## config.mk

```make
export PLATFORM = sky130hd
export DESIGN_NAME = sensor_status_table
export DESIGN_NICKNAME = d
export VERILOG_FILES = /design/src/rtl/sst_pkg.sv /design/src/rtl/sensor_status_table.sv
export VERILOG_INCLUDE_DIRS = /design/src /design/src/rtl
export SDC_FILE = /design/constraint.sdc
export NUM_CORES = 1
export LEC_CHECK = 0
export ABC_CLOCK_PERIOD_IN_PS = 5400
export BUFFER_PORTS_ARGS = -buffer_cell sky130_fd_sc_hd__buf_2
export CAP_MARGIN = 40
export CORE_UTILIZATION = 56
export CTS_CLUSTER_DIAMETER = 30
export DETAILED_ROUTE_END_ITERATION = 12
export MAX_ROUTING_LAYER = met4
export PLACE_DENSITY_LB_ADDON = 0.2
export SLEW_MARGIN = 30
export SYNTH_ARGS = -nofsm -noshare
export SYNTH_HDL_FRONTEND = slang
export SYNTH_SLANG_ARGS = --single-unit
```

## constraint.sdc

```tcl
create_clock -name clk_i -period 5.4 [get_ports clk_i]
set_clock_uncertainty 0.1 [all_clocks]
set_input_delay 1.08 -clock clk_i [delete_from_list [all_inputs] [get_ports clk_i]]
set_output_delay 1.08 -clock clk_i [all_outputs]
set_load 0.02 [all_outputs]
```

## src/rtl/assert_macros.svh

```systemverilog
// Assertion macros shared by the RTL of the sensor status table.
// Depends on nothing; included by files that carry concurrent assertions.
`ifndef ASSERT_MACROS_SVH
`define ASSERT_MACROS_SVH

// Same-cycle implication, disabled while the active-low reset is asserted.
`define SST_ASSERT_IMP(lbl, clk, rstn, ante, cons, msg) \
  lbl: assert property (@(posedge clk) disable iff (!(rstn)) (ante) |-> (cons)) else $error(msg);

// Next-cycle implication, disabled while the active-low reset is asserted.
`define SST_ASSERT_NXT(lbl, clk, rstn, ante, cons, msg) \
  lbl: assert property (@(posedge clk) disable iff (!(rstn)) (ante) |=> (cons)) else $error(msg);

`endif

```

## src/rtl/sst_pkg.sv

```systemverilog
`timescale 1ns / 1ps
// Package of the sensor status table: sizes, codes and transaction types.
// Depends on nothing; imported by sensor_status_table.
package sst_pkg;

  localparam int unsigned SLOTS  = 8;
  localparam int unsigned WHEELS = 4;
  localparam int unsigned SLOT_W = $clog2(SLOTS);

  localparam int unsigned NUM_WHEEL_REGS = 4;
  localparam int unsigned WHEEL_W        = $clog2(NUM_WHEEL_REGS);
  localparam int unsigned CFG_IDX_W      = 3;

  localparam logic [1:0] ACT_INIT  = 2'd0;
  localparam logic [1:0] ACT_STORE = 2'd1;
  localparam logic [1:0] ACT_READ  = 2'd2;

  localparam logic [CFG_IDX_W-1:0] REG_WHEEL_0   = 3'd0;
  localparam logic [CFG_IDX_W-1:0] REG_WHEEL_1   = 3'd1;
  localparam logic [CFG_IDX_W-1:0] REG_WHEEL_2   = 3'd2;
  localparam logic [CFG_IDX_W-1:0] REG_WHEEL_3   = 3'd3;
  localparam logic [CFG_IDX_W-1:0] REG_FREE_ID   = 3'd4;
  localparam logic [CFG_IDX_W-1:0] REG_INV_PRES  = 3'd5;
  localparam logic [CFG_IDX_W-1:0] REG_INV_BATT  = 3'd6;
  localparam logic [CFG_IDX_W-1:0] REG_UNDERFLOW = 3'd7;

  localparam logic [7:0]  COUNT_WRAP   = 8'd254;
  localparam logic [4:0]  PRES_SCALE   = 5'd25;
  localparam logic [15:0] INVALID_CODE = 16'hFFFF;

  typedef struct packed {
    logic [1:0]  action;
    logic [31:0] sensor_id;
    logic [7:0]  pressure;
    logic [7:0]  pressure_state;
    logic [7:0]  battery;
  } sst_in_t;

  typedef struct packed {
    logic [31:0] slot_sensor_id;
    logic [15:0] pressure_code;
    logic [15:0] battery_code;
    logic [7:0]  receive_count;
    logic        last;
  } sst_out_t;

endpackage

```

## src/rtl/sensor_status_table.sv

```systemverilog
`timescale 1ns / 1ps
// Sensor status table: slot records keyed by sensor id, walked one slot per cycle.
// Depends on sst_pkg and assert_macros.svh.
//
//   channel   handshake            payload
//   command   start_i / busy_o     in_i (sst_in_t)
//   result    result_valid_o       result_o (sst_out_t)
//   config    cfg_valid_i/ready_o  cfg_index_i, cfg_data_i
//
// A slot counter steps through the table, one slot per cycle.
// Init and readout visit all slots; store stops at a matching or free slot, else the last one.
// Readout results appear in the cycle after their slot is visited, one per cycle.
// Reset clears the table and loads the register reset values; the receiver cannot stall.
`include "assert_macros.svh"

module sensor_status_table import sst_pkg::*; (
  input  logic                 clk_i,
  input  logic                 rst_ni,
  input  logic                 start_i,
  output logic                 busy_o,
  input  sst_in_t              in_i,
  output logic                 result_valid_o,
  output sst_out_t             result_o,
  input  logic                 cfg_valid_i,
  output logic                 cfg_ready_o,
  input  logic [CFG_IDX_W-1:0] cfg_index_i,
  input  logic [31:0]          cfg_data_i
);

  localparam logic ST_IDLE = 1'b0;
  localparam logic ST_RUN  = 1'b1;
  localparam logic [SLOT_W-1:0] LAST_SLOT = SLOT_W'(SLOTS - 1);

  logic              state_q, state_d;
  logic [SLOT_W-1:0] idx_q, idx_d;
  sst_in_t           item_q;

  logic [31:0] wheel_q [NUM_WHEEL_REGS];
  logic [31:0] free_id_q;
  logic [7:0]  inv_pres_q, inv_batt_q, underflow_q;

  logic [31:0] slot_id_q   [SLOTS];
  logic [7:0]  slot_pres_q [SLOTS];
  logic [7:0]  slot_batt_q [SLOTS];
  logic [7:0]  slot_cnt_q  [SLOTS];

  logic        result_valid_q;
  sst_out_t    result_q, result_d;

  logic        accept;
  logic [31:0] cur_id;
  logic [7:0]  cur_pres, cur_batt, cur_cnt;
  logic        hit_match, hit_free, at_last;
  logic [7:0]  new_pres;
  logic [7:0]  next_cnt;
  logic [15:0] pres_scaled;
  logic [31:0] init_id;

  assign accept      = start_i && (state_q == ST_IDLE);
  assign busy_o      = (state_q != ST_IDLE);
  assign cfg_ready_o = 1'b1;

  assign cur_id    = slot_id_q[idx_q];
  assign cur_pres  = slot_pres_q[idx_q];
  assign cur_batt  = slot_batt_q[idx_q];
  assign cur_cnt   = slot_cnt_q[idx_q];
  assign hit_match = (cur_id == item_q.sensor_id);
  assign hit_free  = (cur_id == free_id_q);
  assign at_last   = (idx_q == LAST_SLOT);

  assign new_pres    = (item_q.pressure_state == underflow_q) ? inv_pres_q : item_q.pressure;
  assign next_cnt    = (cur_cnt < COUNT_WRAP) ? cur_cnt + 8'd1 : 8'd1;
  assign pres_scaled = 16'(cur_pres) * 16'(PRES_SCALE);
  assign init_id     = ({{(32 - SLOT_W){1'b0}}, idx_q} < 32'(WHEELS))
                       ? wheel_q[idx_q[WHEEL_W-1:0]] : free_id_q;

  always_comb begin
    state_d = state_q;
    idx_d   = idx_q;
    if (state_q == ST_IDLE) begin
      if (accept) begin
        state_d = ST_RUN;
        idx_d   = '0;
      end
    end else begin
      idx_d = idx_q + SLOT_W'(1);
      unique case (item_q.action) inside
        ACT_STORE: begin
          if (hit_match || hit_free || at_last) begin
            state_d = ST_IDLE;
          end
        end
        ACT_INIT, ACT_READ: begin
          if (at_last) begin
            state_d = ST_IDLE;
          end
        end
        default: state_d = ST_IDLE;
      endcase
    end
  end

  always_comb begin
    result_d.slot_sensor_id = cur_id;
    result_d.pressure_code  = (cur_pres == inv_pres_q) ? INVALID_CODE : pres_scaled;
    result_d.battery_code   = (cur_batt == inv_batt_q) ? INVALID_CODE : {8'd0, cur_batt};
    result_d.receive_count  = cur_cnt;
    result_d.last           = at_last;
  end

  always_ff @(posedge clk_i or negedge rst_ni) begin
    if (!rst_ni) begin
      state_q        <= ST_IDLE;
      idx_q          <= '0;
      result_valid_q <= 1'b0;
    end else begin
      state_q        <= state_d;
      idx_q          <= idx_d;
      result_valid_q <= (state_q == ST_RUN) && (item_q.action == ACT_READ);
    end
  end

  always_ff @(posedge clk_i) begin
    if (accept) begin
      item_q <= in_i;
    end
    result_q <= result_d;
  end

  always_ff @(posedge clk_i or negedge rst_ni) begin
    if (!rst_ni) begin
      for (int i = 0; i < NUM_WHEEL_REGS; i++) begin
        wheel_q[i] <= '0;
      end
      free_id_q   <= 32'hFFFF_FFFF;
      inv_pres_q  <= 8'hFF;
      inv_batt_q  <= 8'hFF;
      underflow_q <= 8'd1;
    end else if (cfg_valid_i && cfg_ready_o) begin
      unique case (cfg_index_i) inside
        REG_WHEEL_0, REG_WHEEL_1, REG_WHEEL_2, REG_WHEEL_3: begin
          wheel_q[cfg_index_i[WHEEL_W-1:0]] <= cfg_data_i;
        end
        REG_FREE_ID:   free_id_q   <= cfg_data_i;
        REG_INV_PRES:  inv_pres_q  <= cfg_data_i[7:0];
        REG_INV_BATT:  inv_batt_q  <= cfg_data_i[7:0];
        REG_UNDERFLOW: underflow_q <= cfg_data_i[7:0];
        default: ;
      endcase
    end
  end

  always_ff @(posedge clk_i or negedge rst_ni) begin
    if (!rst_ni) begin
      for (int i = 0; i < SLOTS; i++) begin
        slot_id_q[i]   <= '0;
        slot_pres_q[i] <= '0;
        slot_batt_q[i] <= '0;
        slot_cnt_q[i]  <= '0;
      end
    end else if (state_q == ST_RUN) begin
      case (item_q.action)
        ACT_INIT: begin
          slot_id_q[idx_q]   <= init_id;
          slot_pres_q[idx_q] <= '0;
          slot_batt_q[idx_q] <= '0;
          slot_cnt_q[idx_q]  <= '0;
        end
        ACT_STORE: begin
          if (hit_match || hit_free) begin
            slot_id_q[idx_q]   <= item_q.sensor_id;
            slot_pres_q[idx_q] <= new_pres;
            slot_batt_q[idx_q] <= item_q.battery;
            slot_cnt_q[idx_q]  <= hit_match ? next_cnt : 8'd1;
          end
        end
        default: ;
      endcase
    end
  end

  assign result_valid_o = result_valid_q;
  assign result_o       = result_q;

  `SST_ASSERT_NXT(a_busy_after_start, clk_i, rst_ni, accept, busy_o, "busy not raised after start")
  `SST_ASSERT_IMP(a_result_in_readout, clk_i, rst_ni, result_valid_q, item_q.action == ACT_READ,
                  "result strobe outside a readout")
  `SST_ASSERT_IMP(a_last_ends_readout, clk_i, rst_ni, result_valid_o && result_o.last, !busy_o,
                  "sequencer still busy at the final result")
  `SST_ASSERT_NXT(a_results_back_to_back, clk_i, rst_ni,
                  result_valid_o && !result_o.last, result_valid_o,
                  "gap inside a readout")

endmodule

```

==> metrics.cfg, run 1 <==
[status]
status = complete, no violations

[yosys]
synth_flop_cell = dfrtp_1
synthesis.area_um2 = 34800
ys_warn_count = 0
synthArstFlopShare = 0.839
syn_nets = 2796
ys_types = 68
ys_ff_latch = 759
syn_area_per_cell_um2 = 13.1
synthCells = 2664
synth-edff-count = 58
yosysSeqAreaShare = 0.547

[layout]
drive_gt1_frac = 0.393
mostFrequentLayoutCells = dfrtp_1, mux2_2, buf_2, clkbuf_16, o21ai_0
final_common_cell = dfrtp_1
finalNetCount = 3077
area_growth_pct = 21.5
fin_cells = 3853

[die]
core_area_um2 = 60800
fp-row-count = 90
io_pins = 173
die_height_um = 251
initial_core_util = 0.572
die_x_um = 251
die_area_um2 = 63100

[critical_path]
crit_type = flop to flop
critPathLaunchType = flop
crit_arrival_ns = 5.65
critPathMaxStageDelay_ns = 0.81
end_kind = flop
cpMaxStageDelayCell = dfrtp_4
critPathMaxFanout = 36
worstPathRequired_ns = 5.90
crit_chain = buf_4 > mux4_2 > mux2i_1 > buf_4 > xnor2_1 > nor4_1 > nand3_1 > or4_1 > o211a_2 > nor3_4 > buf_12 > mux2_2
cp_common_cell = buf_4

[detailed_routing]
postRouteAntennaNets = 0
wl_per_cell_um = 26.4
drtPass1Iterations = 6
drc = 0
finalWirelength_mm = 102
first_iter_violations = 2226
vias_per_cell = 6.36
via_count = 24518

[sta]
finalCritPeriodShare = 0.953
relSlewSlack = 0.358
finalCriticalPeriod_ns = 5.15
finalSetupViolCount = 0
finalSetupTns_ns = 0
worst_pin_slew_ns = 0.953
slew_viol_final = 0
max_freq_mhz = 194
rsz0062_at_grt = false
hold_viol_final = 0
holdWs_ns = 0.369

[placement]
gp_congestion = 0.924
place_inst = 3568
dp_hpwl_mm = 65.9
port_buffers = 171

[clock_tree]
clock_latency_ns = 0.74
numCtsBuffers = 143
cts_tree = built
h-tree-depth = 4
cts_resized = 0
path_clk_slew_ns = 0.05
root_buffer = clkbuf_16
cts.path.max_buffers = 3
postCtsSetupRepairBufs = 0
cts.sinks = 759
postCtsHoldBufs = 0

[pwr]
power_leakage_nw = 18.9
power_density_nw_per_um2 = 600
ir_drop_mv = 0.352

[global_route]
antenna_found_initial = 3
track_usage = 0.338
grt_overflow = 0
grt_max_degree = 105
grt_first_pass_wirelength_mm = 154
grt_pass1_vias = 25331

[job]
drv_cap = 0

[hold_path]
hp-class = input pin to asynchronous set/reset pin

==> power by group <==
group,internal (mW),switching [mW]
combinational,3.17,4.49
sequential,7.36,0.977
clock,6.26,3.08
==> state kept, by name, indices dropped and copies added, names as in the netlist <==
register,flops
busy_o,1
free_id_q,32
idx_q,3
inv_batt_q,8
inv_pres_q,8
item_q,58
result_o,64
result_valid_o,1
slot_batt_q,64
slot_cnt_q,64
slot_id_q,256
slot_pres_q,64
underflow_q,8
wheel_q,128
==> cell families after synthesis <==
logic type,share of synthesized area
other,0.000108
flip-flops,0.547
AO/OA/AOI/OAI,0.0938
XOR/XNOR,0.0209
buffers and inverters,0.0391
AND/OR/NAND/NOR,0.0456
adder cells (fa/ha/maj),0.0132
multiplexers,0.240
==> layer usage <==
| layer | share of wire | wire length [um] | GRT usage |
|---|---|---|---|
| met2 | 0.49 | 49500 | 0.531 |
| met5 | 0 | 0 | - |
| met4 | 0.051 | 5140 | 0.175 |
| met3 | 0.069 | 6970 | 0.0666 |
| met1 | 0.39 | 40200 | 0.415 |
==> layout make-up <==
cell class,count,area [um2]
well taps,782,978
flip-flops and latches,759,19000
diodes,3,7.51
inverters,96,360
repair buffers,313,2200
clock inverters,90,1190
fillers,4229,18600
multi-input cells,1632,14500
clock buffers,178,3940
==> final timing paths <==
check	from	end	slack (ns)	depth (start not counted)
min	rst_ni	slot_pres_q[36]	0.37	1
max	idx_q[0]	slot_id_q[63]	0.25	12
min reg2reg	slot_id_q[77]	slot_id_q[77]	0.38	1
max reg2reg	idx_q[0]	slot_id_q[63]	0.25	12
min in group clk_i	slot_id_q[77]	slot_id_q[77]	0.38	1
max in group asynchronous	rst_ni	slot_id_q[177]	3.71	2
==> worst max-delay path: cells and delay by family, from the launching register on <==
family          cells  cell delay [ns]
buf+inv             3             1.02
mux                 3             1.30
compound gates      1             0.33
flops               1             0.81
xor+xnor            1             0.08
simple gates        4             1.31
==> stage by stage <==
step                      instance area (um2)  utilization  power (mW)  setup slack [ns]
after CTS                               42100        0.693        25.3             0.282
after global placement                  36800        0.606        15.5             0.130
after global routing                    42200        0.695        26.3             0.134
after floorplan                         34800            -        12.8             0.172
final                                   42200        0.695        25.3             0.254
after detailed placement                37000        0.608        15.9             0.307
==> Yosys cell counts, drive strengths merged, types with 7 or more instances <==
master / count / area, um2
inv: 96 / 360
nand3: 9 / 45.0
dfrtp: 588 / 14700
a311oi: 64 / 561
a22o: 11 / 96.3
nor4: 17 / 106
xor2: 28 / 245
dfstp: 49 / 1290
nand2: 82 / 308
a31oi: 71 / 444
ha: 32 / 400
mux2i: 98 / 1000
o31ai: 10 / 75.1
or3: 14 / 87.6
clkbuf: 64 / 240
a21oi: 60 / 300
mux2: 553 / 6230
mux4: 50 / 1130
o21ai: 146 / 731
dfxtp: 64 / 1280
a221oi: 48 / 420
a222oi: 7 / 70.1
edfxtp: 58 / 1740
xnor2: 55 / 482
o22ai: 19 / 119
buf: 113 / 759
nand4: 18 / 113
nor2: 103 / 387
a22oi: 24 / 180
nor3: 28 / 193
and2: 14 / 87.6
nand2b: 11 / 68.8
No activity file was read; power rests on OpenSTA's default activity.
==> run 2, diff against run 1 <==
GPL_TIMING_DRIVEN = 0   (was default)
==> metrics.cfg, run 2 (synthesis gave the netlist of run 1 again) <==
[sta]
slew_viol_final = 0
finalSetupViolCount = 0
hold_viol_final = 0
worst_slack_ns = 0.0297
worst_pin_slew_ns = 1.06
relSlewSlack = 0.290
finalCriticalPeriod_ns = 5.37
max_freq_mhz = 186
finalCritPeriodShare = 0.994

[pwr]
p_sw_frac = 0.346
power_mw = 26.3
comb_power_share = 0.317
clkPwrFrac = 0.372
ir_drop_mv = 0.435
p_seq_frac = 0.311
power_leakage_nw = 19.2
switchingPower_mw = 9.09
power_density_nw_per_um2 = 610
intPower_mw = 17.2

[placement]
gp_congestion = 0.952
port_buffers = 167
dp_hpwl_mm = 77.8
placed_cell_area_um2 = 37200
place_inst = 3659
dpl_worst_slack_ns = -1.71

[clock_tree]
root_buffer = clkbuf_16
cts.sinks = 759
path_clk_slew_ns = 0.05
clock_latency_ns = 0.74
cts_tree = built
cts.path.max_buffers = 3
numCtsBuffers = 152
h-tree-depth = 4

[global_route]
grt_first_pass_wirelength_mm = 168
grt_pass1_vias = 26282
track_usage = 0.376
grt_max_degree = 95
antenna_found_initial = 3
grt_overflow = 0

[job]
drv_cap = 0

[critical_path]
critical-path-top-delay-family = buffers and inverters
cpMaxStageDelayCell = or4_1
critPathLaunchType = flop
crit_type = flop to flop
cp_num_buf_inv = 6
crit_chain = buf_4 > and2_1 > clkbuf_1 > buf_1 > buf_6 > a22oi_1 > nand2_1 > xor2_1 > nand4_1 > or4_1 > o211a_2 > nor3_2 > buf_2 > buf_4 > mux2_2
worstPathRequired_ns = 5.91
critPathMaxStageDelay_ns = 0.72
critPathMaxFanout = 10
end_kind = flop
cp_common_cell = buf_4
crit_arrival_ns = 5.88

[die]
initial_core_util = 0.572
die_x_um = 251
fp-row-count = 90
die_height_um = 251
core_area_um2 = 60800
io_pins = 173
die_area_um2 = 63100

[detailed_routing]
via_count = 25625
drtPass1Iterations = 6
wl_per_cell_um = 28.6
drc = 0
first_iter_violations = 2660
finalWirelength_mm = 113
postRouteAntennaNets = 0
dr_wl_met3_mm = 9.54
met1_length_mm = 43.9
routed.top_layer = met4
vias_per_cell = 6.47
dr_wl_met2_mm = 53.4

[layout]
top_register = slot_id_q
fillers = 4127
mostFrequentLayoutCells = dfrtp_1, mux2_2, buf_2, clkbuf_16, o21ai_0
final_common_cell = dfrtp_1
area_growth_pct = 24.0
largest_register_ffs = 256
finalNetCount = 3181
finalInstanceArea_um2 = 43100
drive_gt1_frac = 0.395
reg_top3 = slot_id_q (256), wheel_q (128)
fin_cells = 3963

[hold_path]
hp-class = input pin to asynchronous set/reset pin

[status]
status = complete, no violations

-- run 2: cell types whose count changed in the layout (fill, tap and decap cells not counted), moves of 8 or more --
cell       previous run  this run
buf_4                95        51
clkbuf_2              2        13
buf_2               185       204
clkbuf_8             14        26
buf_1                 0        22
clkbuf_1             17        73
buf_6                 1        37
buf_12               23         8
clkinv_4             16         6
clkbuf_16           147       155
nor3_2               10        23
buf_16                1         9
-- run 2: path summary, 6_finish.rpt --
path	startpoint	endpoint	depth (start not counted)	slack [ns]
min in group clk_i	slot_batt_q[10]	slot_batt_q[10]	1	0.38
worst max-delay path	idx_q[0]	slot_id_q[158]	15	0.03
worst min-delay path	rst_ni	slot_pres_q[43]	1	0.16
worst min register to register	slot_batt_q[10]	slot_batt_q[10]	1	0.38
worst max register to register	idx_q[0]	slot_id_q[158]	15	0.03
max in group asynchronous	rst_ni	slot_id_q[54]	6	2.84
-- run 2: per-layer routing --
metal / vias up / global-route usage
met5: - / -
met4: 0 / 0.209
met3: 350 / 0.0806
met2: 1389 / 0.572
met1: 13167 / 0.470
li1: 10719 / -
-- run 2: per-stage QoR --
stage	setup TNS [ns]	hold WS [ns]	util
CTS	0	0.156	0.706
global placement	-6156.91	0.361	0.602
global route	-0.0160	0.176	0.709
detailed placement	-64.23	0.371	0.612
floorplan	0	0.352	-
finish	0	0.160	0.709
-- run 2: final cells by class --
class | count | area (um2) | area share
Antenna cell | 3 | 7.51 | 0.000174
Tap cell | 782 | 978 | 0.0227
Multi-Input combinational cell | 1632 | 14600 | 0.339
Clock buffer | 198 | 4270 | 0.0990
Buffer | 174 | 1200 | 0.0279
Timing Repair Buffer | 234 | 1510 | 0.0349
Clock inverter | 85 | 1150 | 0.0267
Sequential cell | 759 | 19000 | 0.441
Inverter | 96 | 373 | 0.00865
-- run 2: timing repair --
action	4_1_cts	5_1_grt
pin swaps	5	3
setup buffers	5	5
gates resized for setup	73	25
hold buffers	0	0
setup endpoints to repair	382	39
-- run 2: power groups by stage --
stage / registers, mW / logic (mW) / clock network [mW]
after CTS: 8.15 / 8.13 / 9.83
after global routing: 8.33 / 8.68 / 10.1
after detailed placement: 8.20 / 7.87 / 0
after global placement: 8.11 / 7.50 / 0
after floorplan: 8.17 / 4.66 / 0
final: 8.19 / 8.34 / 9.77
